$ cat src/hdl/bnms_pkg.sv
// ---------------------------------------------------------------------------
// bnms_pkg: shared types and constants for the box suppression core
// Register addresses, widths, reset values and command/status structs.
// ---------------------------------------------------------------------------
package bnms_pkg;

	localparam int MaxBoxesDef = 64;
	localparam int CoordW      = 16;
	localparam int ScoreW      = 16;
	localparam int ClassW      = 8;
	localparam int BoxW        = 4 * CoordW + ScoreW + ClassW;
	localparam int AreaW       = 2 * CoordW;

	localparam logic [0:0] RegScoreThr   = 1'b0;
	localparam logic [0:0] RegOverlapThr = 1'b1;

	localparam logic [15:0] ScoreThrReset   = 16'd16384;
	localparam logic [15:0] OverlapThrReset = 16'd29491;

	// controller to datapath
	typedef struct packed {
		logic ins_start;   // load new box, start walk at the tail
		logic ins_step;    // shift one entry up / write when place found
		logic out_load;    // read pivot entry
		logic cmp_load;    // read candidate entry
		logic cmp_mark;    // judge candidate, mark if overlapping
		logic emit;        // latch pivot entry for the sweep
		logic res_load;    // load output register from latched pivot
		logic emit_empty;  // load empty-frame result
		logic clear;       // end of frame
	} bnms_cmd_t;

	// datapath to controller
	typedef struct packed {
		logic ins_done;
		logic cand_removed;
		logic pivot_removed;
		logic none_after;  // no live box after the pivot
	} bnms_sts_t;

endpackage

$ cat src/hdl/bnms_ctrl.sv
// ---------------------------------------------------------------------------
// bnms_ctrl: frame controller
// Sequences intake, sorted insertion, greedy suppression and result hand-off.
// ---------------------------------------------------------------------------
module bnms_ctrl #(
	parameter int MAX_BOXES = bnms_pkg::MaxBoxesDef,
	parameter int IDX_W     = $clog2(MAX_BOXES),
	parameter int CNT_W     = $clog2(MAX_BOXES + 1)
) (
	input  logic                 clk,
	input  logic                 arst_n,
	input  logic                 in_valid,
	output logic                 in_stall,
	input  logic                 pass,       // box passes score test
	input  logic                 in_final,
	output logic                 out_valid,
	input  logic                 out_stall,
	output bnms_pkg::bnms_cmd_t  cmd,
	input  bnms_pkg::bnms_sts_t  sts,
	output logic [IDX_W-1:0]     pivot_idx,
	output logic [IDX_W-1:0]     cand_idx,
	output logic [CNT_W-1:0]     count,
	output logic                 last_out,
	output logic                 overflow
);
	localparam logic [3:0] S_IDLE = 4'd0, S_INS = 4'd1, S_PIV = 4'd2,
		S_PIVW = 4'd3, S_CRD = 4'd4, S_CRDW = 4'd5, S_CMP = 4'd6,
		S_DRAIN = 4'd7, S_EMIT = 4'd8, S_WAIT = 4'd9, S_NEXT = 4'd10;

	logic [3:0]       state_q;
	logic [CNT_W-1:0] count_q, piv_q, cand_q;
	logic             ovf_q, final_q, out_valid_q;
	logic [1:0]       drain_q;
	logic             accept;
	logic             frame_end;

	assign accept    = in_valid && !in_stall;
	assign in_stall  = (state_q != S_IDLE) || out_valid_q;
	assign out_valid = out_valid_q;
	assign count     = count_q;
	assign overflow  = ovf_q;
	assign pivot_idx = piv_q[IDX_W-1:0];
	assign cand_idx  = cand_q[IDX_W-1:0];
	assign frame_end = (state_q == S_NEXT) && (piv_q + 1'b1 >= count_q);

	// no live box after this pivot: its result ends the list
	assign last_out  = sts.none_after;

	always_comb begin
		cmd = '0;
		cmd.ins_start  = accept && pass && (count_q != CNT_W'(MAX_BOXES));
		cmd.emit_empty = (state_q == S_IDLE) && accept && in_final && !cmd.ins_start
		                 && (count_q == '0);
		cmd.ins_step   = (state_q == S_INS);
		cmd.out_load   = (state_q == S_PIV);
		cmd.cmp_load   = (state_q == S_CRD);
		cmd.cmp_mark   = (state_q == S_CMP);
		cmd.emit       = (state_q == S_EMIT);
		cmd.res_load   = (state_q == S_WAIT) && (!out_valid_q || !out_stall);
		cmd.clear      = cmd.emit_empty || frame_end;
	end

	always_ff @(posedge clk or negedge arst_n) begin
		if (!arst_n) begin
			state_q <= S_IDLE; count_q <= '0; ovf_q <= 1'b0; final_q <= 1'b0;
			piv_q <= '0; cand_q <= '0; drain_q <= '0; out_valid_q <= 1'b0;
		end else begin
			// S_WAIT handles the output flag itself
			if (out_valid_q && !out_stall && (state_q != S_WAIT))
				out_valid_q <= 1'b0;
			case (state_q)
				S_IDLE: begin
					if (accept) begin
						if (pass && count_q == CNT_W'(MAX_BOXES))
							ovf_q <= 1'b1;
						final_q <= in_final;
						if (cmd.ins_start)
							state_q <= S_INS;
						else if (in_final) begin
							if (count_q == '0) begin
								out_valid_q <= 1'b1;
								ovf_q <= 1'b0;
							end else begin
								piv_q <= '0;
								state_q <= S_PIV;
							end
						end
					end
				end
				S_INS: begin
					if (sts.ins_done) begin
						count_q <= count_q + 1'b1;
						if (final_q) begin
							piv_q <= '0;
							state_q <= S_PIV;
						end else
							state_q <= S_IDLE;
					end
				end
				S_PIV: state_q <= sts.pivot_removed ? S_NEXT : S_PIVW;
				S_PIVW: state_q <= S_EMIT;
				S_EMIT: begin
					cand_q <= piv_q + 1'b1;
					state_q <= S_CRD;
				end
				S_CRD: begin
					if (cand_q >= count_q) begin
						drain_q <= 2'd2;
						state_q <= S_DRAIN;
					end else if (sts.cand_removed)
						cand_q <= cand_q + 1'b1;
					else
						state_q <= S_CRDW;
				end
				S_CRDW: state_q <= S_CMP;
				S_CMP: begin
					cand_q <= cand_q + 1'b1;
					state_q <= S_CRD;
				end
				S_DRAIN: begin
					// let the last mark settle
					drain_q <= drain_q - 1'b1;
					if (drain_q == 2'd0)
						state_q <= S_WAIT;
				end
				S_WAIT: begin
					if (!out_valid_q || !out_stall) begin
						out_valid_q <= 1'b1;
						state_q <= S_NEXT;
					end
				end
				S_NEXT: begin
					if (frame_end) begin
						count_q <= '0; ovf_q <= 1'b0;
						state_q <= S_IDLE;
					end else begin
						piv_q <= piv_q + 1'b1;
						state_q <= S_PIV;
					end
				end
				default: state_q <= S_IDLE;
			endcase
		end
	end
endmodule

$ cat config.mk
export PLATFORM = sky130hd
export DESIGN_NAME = bnms_ctrl
export DESIGN_NICKNAME = d
export VERILOG_FILES = /design/src/hdl/bnms_pkg.sv /design/src/hdl/bnms_ctrl.sv
export SDC_FILE = /design/constraint.sdc
export NUM_CORES = 1
export LEC_CHECK = 0
export ABC_AREA = 0
export BUFFER_PORTS_ARGS = -buffer_cell sky130_fd_sc_hd__buf_4
export CORE_AREA = 5 5 75 77
export CTS_CLUSTER_DIAMETER = 200
export CTS_CLUSTER_SIZE = 14
export DETAILED_ROUTE_END_ITERATION = 16
export DIE_AREA = 0 0 80 82
export HOLD_SLACK_MARGIN = 0.08
export PLACE_DENSITY_LB_ADDON = 0.12
export RECOVER_POWER = 50
export SETUP_SLACK_MARGIN = 0.5
export SLEW_MARGIN = 10
export SYNTH_ARGS = -nofsm -noshare
export SYNTH_HDL_FRONTEND = slang
export SYNTH_SLANG_ARGS = --single-unit
$ cat constraint.sdc
create_clock -name clk -period 7 [get_ports clk]
set_clock_uncertainty 0.2 [all_clocks]
set_input_delay 0.35 -clock clk [delete_from_list [all_inputs] [get_ports clk]]
set_output_delay 0.35 -clock clk [all_outputs]
set_load 0.03 [all_outputs]
==> Word-level counts from Yosys, hierarchy flattened <==
Cells that the tools add are included.
{ "totals": {"output_inout_bits": 32, "inputBits": 10, "word_cells": 122, "reg_bits": 30} }
{ "classes": {"order_cmp": 2, "n_eq_ne": 29, "reduce_logical": 36, "muxes": 43, "n_addsub": 4} }
{ "ops": {"columns": ["cell", "count"], "rows": [
  ["two-way mux 7 bit", 11],
  ["case mux 7 bit (3 select lines)", 2],
  ["two-way mux 4 bit", 10],
  ["case mux 4 bit (10 select lines)", 1],
  ["adder 7 x 1 -> 7 bit, second input constant", 3],
  ["equality test 4 x 3 -> 1 bit, second input constant", 4],
  ["inequality test 2 bit, second input constant", 8],
  [">= comparator 7 bit", 2],
  ["case mux 7 bit (2 select lines)", 1],
  ["equality test 4 bit, second input constant", 3],
  ["logical AND 1 bit", 12],
  ["two-way mux 1 bit", 12],
  ["inequality test 2 x 1 -> 1 bit, second input constant", 5],
  ["AND reduction 3 bit", 3],
  ["equality test 4 x 2 -> 1 bit, second input constant", 2],
  ["AND reduction 8 bit", 1],
  ["equality test 7 bit, second input constant", 1],
  ["zero test 7 bit", 1],
  ["inequality test 7 bit, second input constant", 1],
  ["AND reduction 7 bit", 1],
  ["two-way mux 2 bit", 3],
  ["inequality test 3 bit, second input constant", 2],
  ["nonzero test 2 bit", 3],
  ["nonzero test 3 bit", 2],
  ["13 further kinds", 20]
]} }

==> Depth between registers and ports, before layout <==
Gate-level depths: netlist of the first run.
{ "depth": {"ltp_word": 10, "mapped_depth": 12, "depth_no_buf": 12} }

==> Worst setup path after synthesis of the first run <==
OpenSTA, ideal clock, no wires.
{ "synth_path": {"path_type": "flip-flop to flip-flop", "start": "reg piv_q[0]", "end": "reg count_q[4], in the netlist count[4]", "t_required_ns": 6.722, "period_less_slack_ns": 2.812, "setup_slack_ns": 4.188, "arrival_ns": 2.535, "path_stages_with_launch": 12, "cell_sequence": "dfrtp_1 ha_1 nand3_1 nor2_1 xnor2_1 inv_1 ha_1 nand4_1 o211ai_1 nand2_1 or3_1 a21oi_1"} }
{ "synth_between": {"elab_chain_len": 5} }
{ "synth_rtl": {"columns": ["element", "line", "text"], "rows": [
  ["from (decl)", "bnms_ctrl.sv:31", "logic [CNT_W-1:0] count_q, piv_q, cand_q;"],
  ["from (signal assigned)", "bnms_ctrl.sv:137", "piv_q <= piv_q + 1'b1;"],
  ["adder 7 x 1 -> 7 bit", "bnms_ctrl.sv:44", "assign frame_end = (state_q == S_NEXT) && (piv_q + 1'b1 >= count_q);"],
  [">= comparator 7 bit", "bnms_ctrl.sv:44", null],
  ["logical AND 1 bit", "bnms_ctrl.sv:44", null],
  ["inequality test 2 bit (no source line)", null, null],
  ["AND reduction 3 bit (no source line)", null, null],
  ["to (signal assigned)", "bnms_ctrl.sv:92", "count_q <= count_q + 1'b1;"],
  ["to (decl)", "bnms_ctrl.sv:31", null]
]} }
No other way between the ends.
A chain may end at the register's enable or synchronous reset.

==> Final worst setup path of the first run <==
Ends and elaborated chain as after synthesis.

==> results.txt, run 1 <==
The tools report the reg-to-reg setup timing slack as 3.73 ns. In this run the core area contains 26 standard-cell rows. sky130_fd_sc_hd__dfrtp_1 takes more of the synthesized area than any other cell.

The longest clock path from root to sink contains 2 buffers. The detailed-route wire length per cell is 15.4 um, and the power density relative to cell area is 392 nW/um^2. For the worst-skew pair, the clock arrives at the later sink with an insertion delay of 0.28 ns.

Leaving out fill and tap cells, the most frequent cell in the layout is sky130_fd_sc_hd__dfrtp_1. The critical path in this run is classified as flop to flop. In this run the tool buffered the top-level ports with 39 buffer cells. Summed over all cells, the static leakage comes to 1.26 nW. The tools report the startpoint of the worst-slack reg-to-reg timing path as piv_q[0]$_DFFE_PN0P_. The number of DRC markers in iteration 0 is 64, and the total number of vias is 2110. Using the TritonRoute via totals, the vias-per-cell ratio works out to 5.55.

The worst hold path terminates at count[0]$_DFFE_PN0P_. The run gives 53.5% as the final core utilization. By area the synthesized netlist is led by sky130_fd_sc_hd__dfrtp_1, sky130_fd_sc_hd__ha_1, sky130_fd_sc_hd__a21oi_1. The clock-pin transition on the worst setup and hold timing paths was 0.07 ns.

VDD sags by at most 0.222 mV. The mean area per synthesized cell works out to 8.31 um^2. The die covers 6560 um^2. The worst hold path class was primary input to flop. At the end of routability-driven placement, the weighted congestion stood at 0.836.

The layout has 529 filler cells. After the last flow step, the layout net total stands at 338. The die outline width is 80 um.

The routed design uses 2.79 mm of met2 wire. Synthesis produced a netlist with a net count of 315. Setup repair after global routing left no endpoint under its margin. The highest metal layer carrying signal wires in the routed design is met4. The synthesized design contains 30 register bits. The tools report the max-slew violation count as 31. Setup violations remaining at the end of the flow were counted as 0.

The starting utilization of the core area was 48.1%. Headroom to the max-slew limit came out at -16.6%. After detailed routing, the number of remaining DRC violations is 0. After layout, the worst setup slack is 3.73 ns. The tools report the number of nets with antenna violations after detailed routing as 0. For this block, the routed nets add up to 5.84 mm of wire. The final reports fail on max-capacitance violations, max-slew violations. STA classifies the critical path startpoint as a flop.

For this block, wires on met1 add up to 2.68 mm. The number of setup buffers added after CTS was 0; the number of enable flip-flop cells after synthesis was 0. Kind of end point of the critical path: a flop.

For the overall global routing resource usage, the log shows 18.7%. The first global-routing pass estimated 9.43 mm of wire. The number of antenna violations at the first check in global routing is 0, and the total clock buffers created by CTS is 5.

The logs give 269 um for the met3 routed wirelength and 30 for the number of sinks handled by clock tree synthesis. In the final layout, the share of cells above drive strength 1 is 12.6%. For this run, the number of Yosys warnings is 0. STA puts the critical path data arrival time at 3.28 ns.

Summed over all failing endpoints, the final setup total negative slack is 0 ns. The placeable core area was 4940 um^2; the worst-path maximum fanout was 8. For the worst setup path, the data required time is 7.01 ns. The count of cells along the worst hold path was 3; the share of flip-flops with an asynchronous set or reset after synthesis was 100%.

The run gives 1 as the number of violations of the max-capacitance limit. The cell count after synthesis is 286, and the transition time of the tightest slew-check pin is 1.75 ns. The instance area after placement was 2610 um^2. The time the worst path needs with I/O delays and setup was 3.27 ns; the part of the Yosys area used for sequential elements was 31.6%. Of the available clock period, the critical path in the final layout requires 46.7%. The area growth from synthesis to layout is 11.4%.

The most used flip-flop cell after synthesis is sky130_fd_sc_hd__dfrtp_1. The clock root buffer master is sky130_fd_sc_hd__clkbuf_8. After legalization and detailed placement, the total HPWL measured 4.44 mm. Based on the critical path, the design can be clocked at up to 0.306 GHz.

The clock tree synthesis step divided the H-tree into 2 levels. TritonCTS built the clock tree. Entering global routing, the biggest net connects 31 pins. The startpoint of the tightest hold check path is sts[3]. After synthesis, the netlist uses 56 different library cells. Timing analysis after detailed placement gives a worst setup slack of 3.74 ns.

The count of antenna diodes in the layout was 0. For the worst flop-to-flop path, the logic depth is 11. 42 I/O pins were placed.

The height of the chip came out at 82 um. In this run the cell area of the synthesized design comes to 2380 um^2. The finished cells cover 2650 um^2. After global routing the overflow that remains totals 0.

The endpoint identified for the worst register-to-register timing path is count[4]$_DFFE_PN0P_. The first TritonRoute pass finished after 4 iterations. The via count of the first global-routing pass was 1975; the hold violation total from the final report was 0. The top cell types in the final layout, fill and taps aside, are sky130_fd_sc_hd__dfrtp_1, sky130_fd_sc_hd__nand2_1, sky130_fd_sc_hd__nor2_1, sky130_fd_sc_hd__buf_4, sky130_fd_sc_hd__a21oi_1.

The share of synthesized area in the top cell type comes to 31.6%. The flow ran to the end, but the final reports show violations.
-- layer usage --
metal	GRT usage, %	vias to the layer above
met3	4.50	9
met2	31.0	49
li1	-	1053
met5	0	-
met1	23.7	999
met4	6.93	0
-- how the worst max path moves through the flow --
| stage | start | endpoint | slack [ns] | cells after the start |
|---|---|---|---|---|
| 2_1_floorplan | piv_q[0]$_DFFE_PN0P_ | count[4]$_DFFE_PN0P_ | 4.19 | 11 |
| 3_3_place_gp | piv_q[0]$_DFFE_PN0P_ | count[4]$_DFFE_PN0P_ | 3.91 | 11 |
| 3_5_place_dp | piv_q[0]$_DFFE_PN0P_ | count[4]$_DFFE_PN0P_ | 3.74 | 11 |
| 4_1_cts | piv_q[0]$_DFFE_PN0P_ | count[4]$_DFFE_PN0P_ | 3.73 | 11 |
| 5_1_grt | piv_q[0]$_DFFE_PN0P_ | count[4]$_DFFE_PN0P_ | 3.52 | 11 |
| 6_report | piv_q[0]$_DFFE_PN0P_ | count[4]$_DFFE_PN0P_ | 3.73 | 11 |
-- Yosys cell counts, types with 2 or more instances --
cell / instances
sky130_fd_sc_hd__nor3_1: 6
sky130_fd_sc_hd__nor2b_1: 2
sky130_fd_sc_hd__inv_1: 20
sky130_fd_sc_hd__dfrtp_1: 30
sky130_fd_sc_hd__buf_2: 4
sky130_fd_sc_hd__nor2_1: 23
sky130_fd_sc_hd__nand4_1: 6
sky130_fd_sc_hd__o21ai_0: 12
sky130_fd_sc_hd__a211oi_1: 2
sky130_fd_sc_hd__nand3_1: 18
sky130_fd_sc_hd__a22o_1: 7
sky130_fd_sc_hd__and3_1: 5
sky130_fd_sc_hd__a31oi_1: 3
sky130_fd_sc_hd__and2_1: 2
sky130_fd_sc_hd__a21oi_1: 22
sky130_fd_sc_hd__nand2b_1: 7
sky130_fd_sc_hd__o211ai_1: 2
sky130_fd_sc_hd__buf_4: 13
sky130_fd_sc_hd__o21ai_1: 4
sky130_fd_sc_hd__nand2_1: 27
sky130_fd_sc_hd__ha_1: 19
sky130_fd_sc_hd__a21o_1: 3
sky130_fd_sc_hd__a21oi_2: 2
sky130_fd_sc_hd__o22ai_1: 4
sky130_fd_sc_hd__xnor2_1: 5
sky130_fd_sc_hd__xor2_1: 4
sky130_fd_sc_hd__clkbuf_1: 5
-- registers in the layout (all words and copies together), names as in the netlist --
name       flops
cand_q         7
count          7
drain_q        2
final_q        1
out_valid      1
overflow       1
piv_q          7
state_q        4
-- area by class of cell --
cell class                 count  area (um^2)  area share (%)
clock buffer                   7         86.3            3.26
timing repair buffer          40          243            9.17
multi-input combinational    212         1400            52.9
inverter                      20         75.1            2.84
clock inverter                 1         5.00           0.189
sequential                    30          751            28.4
tap                           70         87.6            3.31
-- metrics by stage --
stage                     power, mW  cells  hold WS (ns)
after detailed placement      0.915    371         0.117
after global routing           1.13    380         0.145
after floorplan               0.779    286        -0.146
final                          1.04    380         0.127
after CTS                      1.06    380         0.120
after global placement        0.907    371         0.114
-- cell families (layout without fill, tap and decap cells) --
| kind of cell | count (synthesis) | count (layout) | share of synthesized area (%) |
|---|---|---|---|
| AOI/OAI and AO/OA | 76 | 76 | 21.2 |
| xor gates and xnor gates | 9 | 9 | 3.32 |
| adders and majority gates | 19 | 19 | 10.0 |
| buffers and inverters | 44 | 68 | 9.53 |
| DFF | 30 | 30 | 31.6 |
| muxes | 3 | 3 | 1.53 |
| and+or+nand+nor | 105 | 105 | 22.9 |
-- critical path, cell delays in order (launching register included) --
cell	delay (ns)
sky130_fd_sc_hd__dfrtp_1	0.48
sky130_fd_sc_hd__ha_1	0.28
sky130_fd_sc_hd__nand3_1	0.13
sky130_fd_sc_hd__nor2_1	0.16
sky130_fd_sc_hd__xnor2_1	0.13
sky130_fd_sc_hd__inv_1	0.08
sky130_fd_sc_hd__ha_1	0.34
sky130_fd_sc_hd__nand4_1	0.13
sky130_fd_sc_hd__o211ai_1	0.55
sky130_fd_sc_hd__nand2_1	0.20
sky130_fd_sc_hd__or3_1	0.38
sky130_fd_sc_hd__a21oi_1	0.15
-- report_power, final --
| part | internal [mW] | switching [mW] |
|---|---|---|
| registers | 0.226 | 0.111 |
| clock network | 0.0793 | 0.0678 |
| logic | 0.214 | 0.340 |
-- timing repair --
item	in CTS	in global routing
endpoints found under the hold margin	30	0
gates resized for setup	0	0
hold buffers	1	0
(Power assumes the default switching activity.)
==> inputs of run 2 (changes only) <==
- ABC_AREA: 0 -> 1
- CORE_AREA: 5 5 75 77 -> 5 5 77 79
- DIE_AREA: 0 0 80 82 -> 0 0 82 84
- clock period: 7 -> 2.8 ns (I/O delays scaled with it)
==> results.txt, run 2 <==
The tools report the part of the Yosys area used for sequential elements as 30.3% (-1.2 points). Height of the chip: 84 um (+2.4%). Area growth from synthesis to layout: 27.4%.

TritonCTS built the clock tree. The logs give 3.10 mm (+11%) for the routed length on met2 and -18.4% (-1.8 points) for the relative max-transition margin. The run gives 0.379 GHz (+24%) as the timing-limited maximum frequency. The kind of end point of the critical path was a flop. The mean area per synthesized cell is 6.80 um^2 (-18%), and the sum of overflow across all layers after global routing is 0 (unchanged). The run gives 30 (unchanged) as the number of sinks handled by clock tree synthesis.

The run gives 5 (unchanged) as the total clock buffers created by CTS. The data arrival time of the worst path is 2.62 ns (-0.66 ns), and the depth of the most critical reg-to-reg path is 17 (+6). Of all cell types, the one taking the most synthesized area is sky130_fd_sc_hd__dfrtp_1.

The tools report the worst slack on hold paths as 0.0800 ns (-0.0470 ns). Standard cell with the maximum stage delay on the critical path: sky130_fd_sc_hd__dfrtp_1. The post-synthesis register bit count is 30 (unchanged). The signal on the critical path passes through ha_4 -> nand3_2 -> nor2_2 -> nand2_1 -> xor2_1 -> inv_1 -> buf_4 -> buf_4 -> buf_4 -> buf_4 -> buf_4 -> buf_4 -> buf_4 -> buf_4 -> buf_4 -> nand3_1 -> nand2_1. The logs give 496 (+31%) for the filler-free cell count of the finished design and 0 (unchanged) for the number of nets with antenna violations after detailed routing. The worst-case vdd ir drop was 0.503 mV (+130%). The half-perimeter wire length after placement is 4.61 mm (+3.8%).

Yosys attributes the largest share of cell area to sky130_fd_sc_hd__dfrtp_1, sky130_fd_sc_hd__nand2_1, sky130_fd_sc_hd__ha_1. The accumulated negative setup slack was 0 ns (unchanged); the clock-pin transition on the worst setup and hold timing paths was 0.07 ns (about the same). The placeable core area was 5270 um^2 (+6.6%). The overall global routing resource usage was 19.9% (+1.2 points). The commonest non-fill, non-tap cell in the layout was sky130_fd_sc_hd__nand2_1.

The number of nets in the layout is 452 (+34%), and the stage delay of the slowest cell on the critical path is 0.41 ns (-0.14 ns). Time the worst path needs with I/O delays and setup: 2.64 ns (-0.624 ns). The tools report the startpoint type of the worst setup path as a flop. The fraction of post-synthesis cell area in the top cell type by area came out at 30.3% (-1.2 points). The tools report the number of DRC markers in iteration 0 as 86 (+34%). Worst-path maximum fanout: 3 (-5). Setup repair after global routing could not meet its margin everywhere. The number of warning messages in the yosys log was 0 (unchanged). The tools report the startpoint of the worst-slack reg-to-reg timing path as piv_q[1]$_DFFE_PN0P_.

The cell count after placement is 461 (+24%). The fraction of the cycle the final worst path needs is 94.4% (+48 points). The worst register-to-register path ends at piv_q[6]$_DFFE_PN0P_. Count of cell types in the netlist: 31 (-45%). Highest signal layer in the routed design: met4.

The transition time of the tightest slew-check pin was 1.78 ns (+0.0271 ns). The critical path ends at piv_q[6]$_DFFE_PN0P_. For the wire length of the first global-routing pass, the log shows 10.8 mm (+15%). The critical path startpoint was piv_q[1]$_DFFE_PN0P_.

The static leakage power is 1.78 nW (+41%). The total number of vias was 2452 (+16%). In the layout the commonest cells are sky130_fd_sc_hd__nand2_1, sky130_fd_sc_hd__inv_1, sky130_fd_sc_hd__buf_4. The cell sitting at the root of the clock tree is a sky130_fd_sc_hd__clkbuf_8. Met1 wire length: 2.81 mm (+5.0%). The number of enable flip-flop cells after synthesis is 0 (unchanged). Counting instances in the post-synthesis netlist gives the leading cell types as sky130_fd_sc_hd__nand2_1, sky130_fd_sc_hd__inv_1, sky130_fd_sc_hd__nand3_1, sky130_fd_sc_hd__dfrtp_1, sky130_fd_sc_hd__nor2_1. The floorplan die area was 6890 um^2 (+5.0%). The final reports fail on max-capacitance violations, max-slew violations. The max-slew violation count came out at 31 (unchanged). The port buffer count is 39 (unchanged).

The flow ran to the end, but the final reports show violations. The via density per instance works out to 4.94 (-11%). The logs give 527 (-0.38%) for the number of filler instances in the final layout and 2 (unchanged) for the largest buffer count on any clock path.

Worst hold path class: primary input to primary output. The critical path is of the flop to flop type. The met3 routed wirelength was 321 um (+19%). The starting utilization of the core area was 47.0% (-1.1 points). The pin count of the biggest net entering global routing is 31 (unchanged), and the die outline width is 82 um (+2.5%). The tools report the top-level I/O count as 42 (unchanged).

The H-tree level count is 2 (unchanged), and the DRC violation count after routing is 0 (unchanged). The logs give 27 (+3.8%) for the row count and 59.8% (+6.3 points) for the final core utilization. The netlist area before placement came out at 2470 um^2 (+4.1%).

For the hold violation total from the final report, the log shows 0 (unchanged). The cell count after synthesis was 364 (+27%). The tools report the count of endpoints failing setup in the final report as 0 (unchanged). The share of post-route cells with drive strength above 1 was 23.8% (+11 points).

Latest clock arrival within the worst-skew pair: 0.29 ns (about the same). In the post-synthesis netlist, the cell with the most instances is sky130_fd_sc_hd__nand2_1. Dominant cell type by count on the critical path: sky130_fd_sc_hd__buf_4.

The via count of the first global-routing pass was 2422 (+23%); the number of iterations in the first detailed-routing pass was 4 (unchanged). The tools report the number of violations of the max-capacitance limit as 1 (unchanged). The total design power was 3.06 mW (+190%); the number of nets in the synthesized netlist was 393 (+25%). For the data required time of the worst path, the log shows 2.78 ns (-4.23 ns). Most frequently used flop master after synthesis: sky130_fd_sc_hd__dfrtp_1. The run gives 0.16 ns (-3.58 ns) as the reg-to-reg setup timing slack.

The run gives 0 (unchanged) as the number of antenna violations at the first check in global routing. The detailed-route wire length per cell works out to 12.9 um (-16%). The total wire length after detailed routing was 6.40 mm (+9.5%); the power density relative to cell area was 971 nW/um^2 (+150%).

The tools report the final RePlAce weighted congestion as 0.884 (+5.7%). The count of antenna diodes in the layout is 0 (unchanged). Share of flip-flops with an asynchronous set or reset after synthesis: 100% (unchanged).
## run 2: cell types whose count changed after synthesis, sizes merged, moves of 7 or more
cell	previous run	this run
nand2	28	117
nand3	18	39
a21oi	24	9
nor2	23	32
nand2b	7	0
inv	20	63
a22o	7	0
## run 2: cells by family after synthesis
group	Yosys count	synth area share, %
buffers and inverters	79	14.6
AO/OA/AOI/OAI	31	6.62
AND/OR/NAND/NOR	198	36.4
adder cells (fa/ha/maj)	19	9.61
XOR/XNOR	7	2.48
flip-flops	30	30.3
## run 2: per-stage QoR
stage | setup WS [ns] | instance area [um^2]
6_report | 0.158 | 3150
5_1_grt | 0.0329 | 3150
4_1_cts | 0.0738 | 3070
3_5_place_dp | 0.228 | 2780
3_3_place_gp | 0.307 | 2780
2_1_floorplan | 0.453 | 2500
## run 2: worst max-delay path: cells and delay by family (launching register included)
kind / cells / cell delay (ns)
and+or+nand+nor: 5 / 0.38
xor gates and xnor gates: 1 / 0.18
adders and majority gates: 1 / 0.16
buffers and inverters: 10 / 1.21
DFF: 1 / 0.41
## run 2: final cells by class
cell class | count | area, um^2 | area share [%]
clock inverter | 1 | 5.00 | 0.159
inverter | 64 | 244 | 7.74
sequential | 30 | 752 | 23.8
clock buffer | 7 | 86.3 | 2.74
timing repair buffer | 67 | 483 | 15.3
tap | 72 | 90.1 | 2.86
multi-input combinational | 255 | 1490 | 47.3
## run 2: worst min-delay path by stage
stage            from                     end  slack, ns  cells after the start
6_report       sts[0]                last_out       0.08                      0
5_1_grt        sts[0]                last_out       0.08                      0
4_1_cts        sts[0]                last_out       0.08                      0
3_5_place_dp   arst_n  drain_q[0]$_DFFE_PN0P_      -0.09                      1
3_3_place_gp   arst_n  drain_q[0]$_DFFE_PN0P_      -0.09                      1
2_1_floorplan  arst_n   cand_q[0]$_DFFE_PN0P_      -0.36                      0
## run 2: what timing repair did
action / in CTS / in global routing
pin swaps: 11 / 12
setup endpoints to repair: 17 / 24
gates resized for setup: 4 / 28
hold endpoints to repair: 35 / 0
buffers inserted: 17 / 3
hold buffers: 7 / 0
## run 2: power by group
group,total [mW],switching (mW),internal (mW)
Clock,0.374,0.176,0.198
Combinational,1.92,1.25,0.668
Sequential,0.767,0.198,0.569
## run 2: routing by layer
| layer | vias up | track usage [%] |
|---|---|---|
| li1 | 1245 | - |
| met1 | 1139 | 26.3 |
| met2 | 56 | 31.7 |
| met3 | 12 | 4.54 |
| met4 | 0 | 6.50 |
| met5 | - | 0 |
==> inputs of run 3 (changes only) <==
- RECOVER_POWER: 50 -> 25
==> results.txt, run 3 (same netlist as run 2, synthesis figures left out) <==
The number of iterations in the first detailed-routing pass is 4 (unchanged), and the transition time of the tightest slew-check pin is 1.79 ns (+0.00958 ns). The total number of vias is 2446 (-0.24%). Walking the worst path, the cells encountered are ha_4 -> nand3_2 -> nor2_2 -> nand2_1 -> xor2_1 -> inv_1 -> buf_4 -> buf_4 -> buf_4 -> buf_4 -> buf_4 -> buf_4 -> buf_4 -> buf_4 -> buf_4 -> nand3_1 -> nand2_1.

The tools report the count of antenna diodes in the layout as 0 (unchanged). In this run the worst hold path is classified as primary input to primary output. The logs give 27 (unchanged) for the row count and 1490 um^2 (unchanged) for the area of the multi-input gates.

The area growth from synthesis to layout came out at 29.5%. The depth of the most critical reg-to-reg path is 17 (unchanged). By instance count, the cell type seen most on the critical path is sky130_fd_sc_hd__buf_4. Starting utilization of the core area: 47.0% (unchanged). The via density per instance came out at 4.93 (-0.24%). The library cell used most frequently in the layout, excluding fill and tap cells, is sky130_fd_sc_hd__nand2_1. The total clock buffers created by CTS was 5 (unchanged).

The checks that failed: max-capacitance violations, max-slew violations. In the layout the commonest cells are sky130_fd_sc_hd__nand2_1, sky130_fd_sc_hd__buf_4, sky130_fd_sc_hd__inv_1. The clock-pin transition on the worst setup and hold timing paths was 0.07 ns (about the same); the pin count of the biggest net entering global routing was 31 (unchanged).

The accumulated negative setup slack was 0 ns (unchanged); the port buffer count was 39 (unchanged). The DRC violation count after routing was 0 (unchanged). The half-perimeter wire length after placement is 4.61 mm (unchanged), and the static leakage power is 1.83 nW (+2.9%).

Setup repair after global routing could not meet its margin everywhere. The stage delay of the slowest cell on the critical path works out to 0.41 ns (about the same). The startpoint type of the worst setup path was a flop.

The worst setup path is captured at a flop. The timing-limited maximum frequency was 0.378 GHz (about the same). The logs give 513 (-2.7%) for the number of filler instances in the final layout and 0 (unchanged) for the count of endpoints failing setup in the final report. The H-tree level count is 2 (unchanged).

The via count of the first global-routing pass is 2422 (unchanged). The time the worst path needs with I/O delays and setup came out at 2.64 ns (+0.00131 ns). The worst-path maximum fanout is 3 (unchanged).

The number of DRC markers in iteration 0 is 78 (-9.3%), and the overall global routing resource usage is 19.9% (unchanged). The run gives 0.502 mV (about the same) as the worst-case vdd ir drop. The run gives 6.37 mm (-0.47%) as the total wire length after detailed routing. The power density relative to cell area was 969 nW/um^2 (-0.17%). The die outline width was 82 um (unchanged).

The placeable core area was 5270 um^2 (unchanged). Broken down by cell family, the worst path's largest delay share belongs to buffers and inverters. The sum of overflow across all layers after global routing is 0 (unchanged).

The tools report the max-slew violation count as 31 (unchanged). The largest individual stage delay along the critical path comes from the cell sky130_fd_sc_hd__dfrtp_1. For the number of antenna violations at the first check in global routing, the log shows 0 (unchanged).

The fraction of the cycle the final worst path needs was 94.4% (about the same); the number of nets in the layout was 452 (unchanged). In this run the clock root is driven by a sky130_fd_sc_hd__clkbuf_8. The final core utilization is 60.8% (+0.97 points), and the hold violation total from the final report is 0 (unchanged). The number of sinks handled by clock tree synthesis is 30 (unchanged). The run finished, with violations left.

For the storage element area, the log shows 754 um^2 (+0.33%). The top-level I/O count came out at 42 (unchanged). The tools report the number of violations of the max-capacitance limit as 1 (unchanged). For the worst slack on hold paths, the log shows 0.0800 ns (unchanged). The detailed-route wire length per cell was 12.8 um (-0.47%). For the data required time of the worst path, the log shows 2.78 ns (about the same). The logic depth of the worst path, buffers included is 17 (unchanged), and the wire length of the first global-routing pass is 10.8 mm (unchanged). For the relative max-transition margin, the log shows -19.0% (-0.64 points). The critical path class was flop to flop. The logs give 0.28 ns (about the same) for the latest clock arrival within the worst-skew pair and 6890 um^2 (unchanged) for the floorplan die area.

The share of post-route cells with drive strength above 1 is 27.4% (+3.5 points), and the largest buffer count on any clock path is 2 (unchanged). The count of cells along the worst hold path is 0 (unchanged), and the worst path buffer plus inverter count is 10 (unchanged). The number of nets with antenna violations after detailed routing is 0 (unchanged). The data arrival time of the worst path was 2.62 ns (about the same); the height of the chip was 84 um (unchanged).

TritonCTS built the clock tree. The tools report the final RePlAce weighted congestion as 0.884 (unchanged).
run 3: cell types whose count changed in the layout (fill, tap and decap cells not counted):
cell	change
sky130_fd_sc_hd__buf_4	+13
sky130_fd_sc_hd__clkbuf_1	-13
sky130_fd_sc_hd__dfrtp_1	-2
sky130_fd_sc_hd__dfrtp_2	+2
run 3: layer usage:
layer | vias up | global-route usage, % | wire length (um)
met1 | 1130 | 26.3 | 2790
met2 | 60 | 31.7 | 3100
li1 | 1244 | - | -
met3 | 12 | 4.54 | 324
met5 | - | 0 | 0
met4 | 0 | 6.50 | 146
run 3: stage by stage:
step	worst slack (ns)	total power, mW	area (um^2)	std cells
CTS	0.0738	3.04	3070	493
detailed placement	0.228	2.62	2780	461
floorplan	0.453	2.15	2500	364
global route	0.0328	3.40	3200	496
finish	0.157	3.10	3200	496
global placement	0.307	2.59	2780	461
run 3: worst register-to-register path: cells and delay by family, from the launching register on:
family	cells	cell delay (ns)
flops	1	0.41
fa+ha+maj	1	0.16
simple gates	5	0.39
xor+xnor	1	0.18
buf+inv	10	1.21
run 3: cell type report:
class	instances	area share, %
clock buffer	7	2.69
clock inverter	1	0.156
inverter	64	7.61
multi-input combinational	255	46.6
sequential	30	23.5
tap	72	2.81
timing repair buffer	67	16.6
run 3: power by group:
group          internal, mW  switching, mW
clock                 0.198          0.172
sequential            0.571          0.199
combinational         0.713           1.25
run 3: final timing paths:
check	startpoint	endpoint	slack (ns)
max in group asynchronous	arst_n	count[0]$_DFFE_PN0P_	0.57
worst min register to register	piv_q[6]$_DFFE_PN0P_	piv_q[6]$_DFFE_PN0P_	0.32
worst max register to register	piv_q[1]$_DFFE_PN0P_	piv_q[6]$_DFFE_PN0P_	0.16
worst min-delay path	sts[0]	last_out	0.08
min in group asynchronous	arst_n	drain_q[0]$_DFFE_PN0P_	0.67
worst max-delay path	piv_q[1]$_DFFE_PN0P_	piv_q[6]$_DFFE_PN0P_	0.16
run 3: repair_timing:
action / CTS / global route
setup buffers: 17 / 3
hold buffers: 7 / 0
gates resized for setup: 4 / 28
endpoints found under the setup margin: 17 / 24
hold endpoints to repair: 35 / 0
pin swaps: 11 / 12
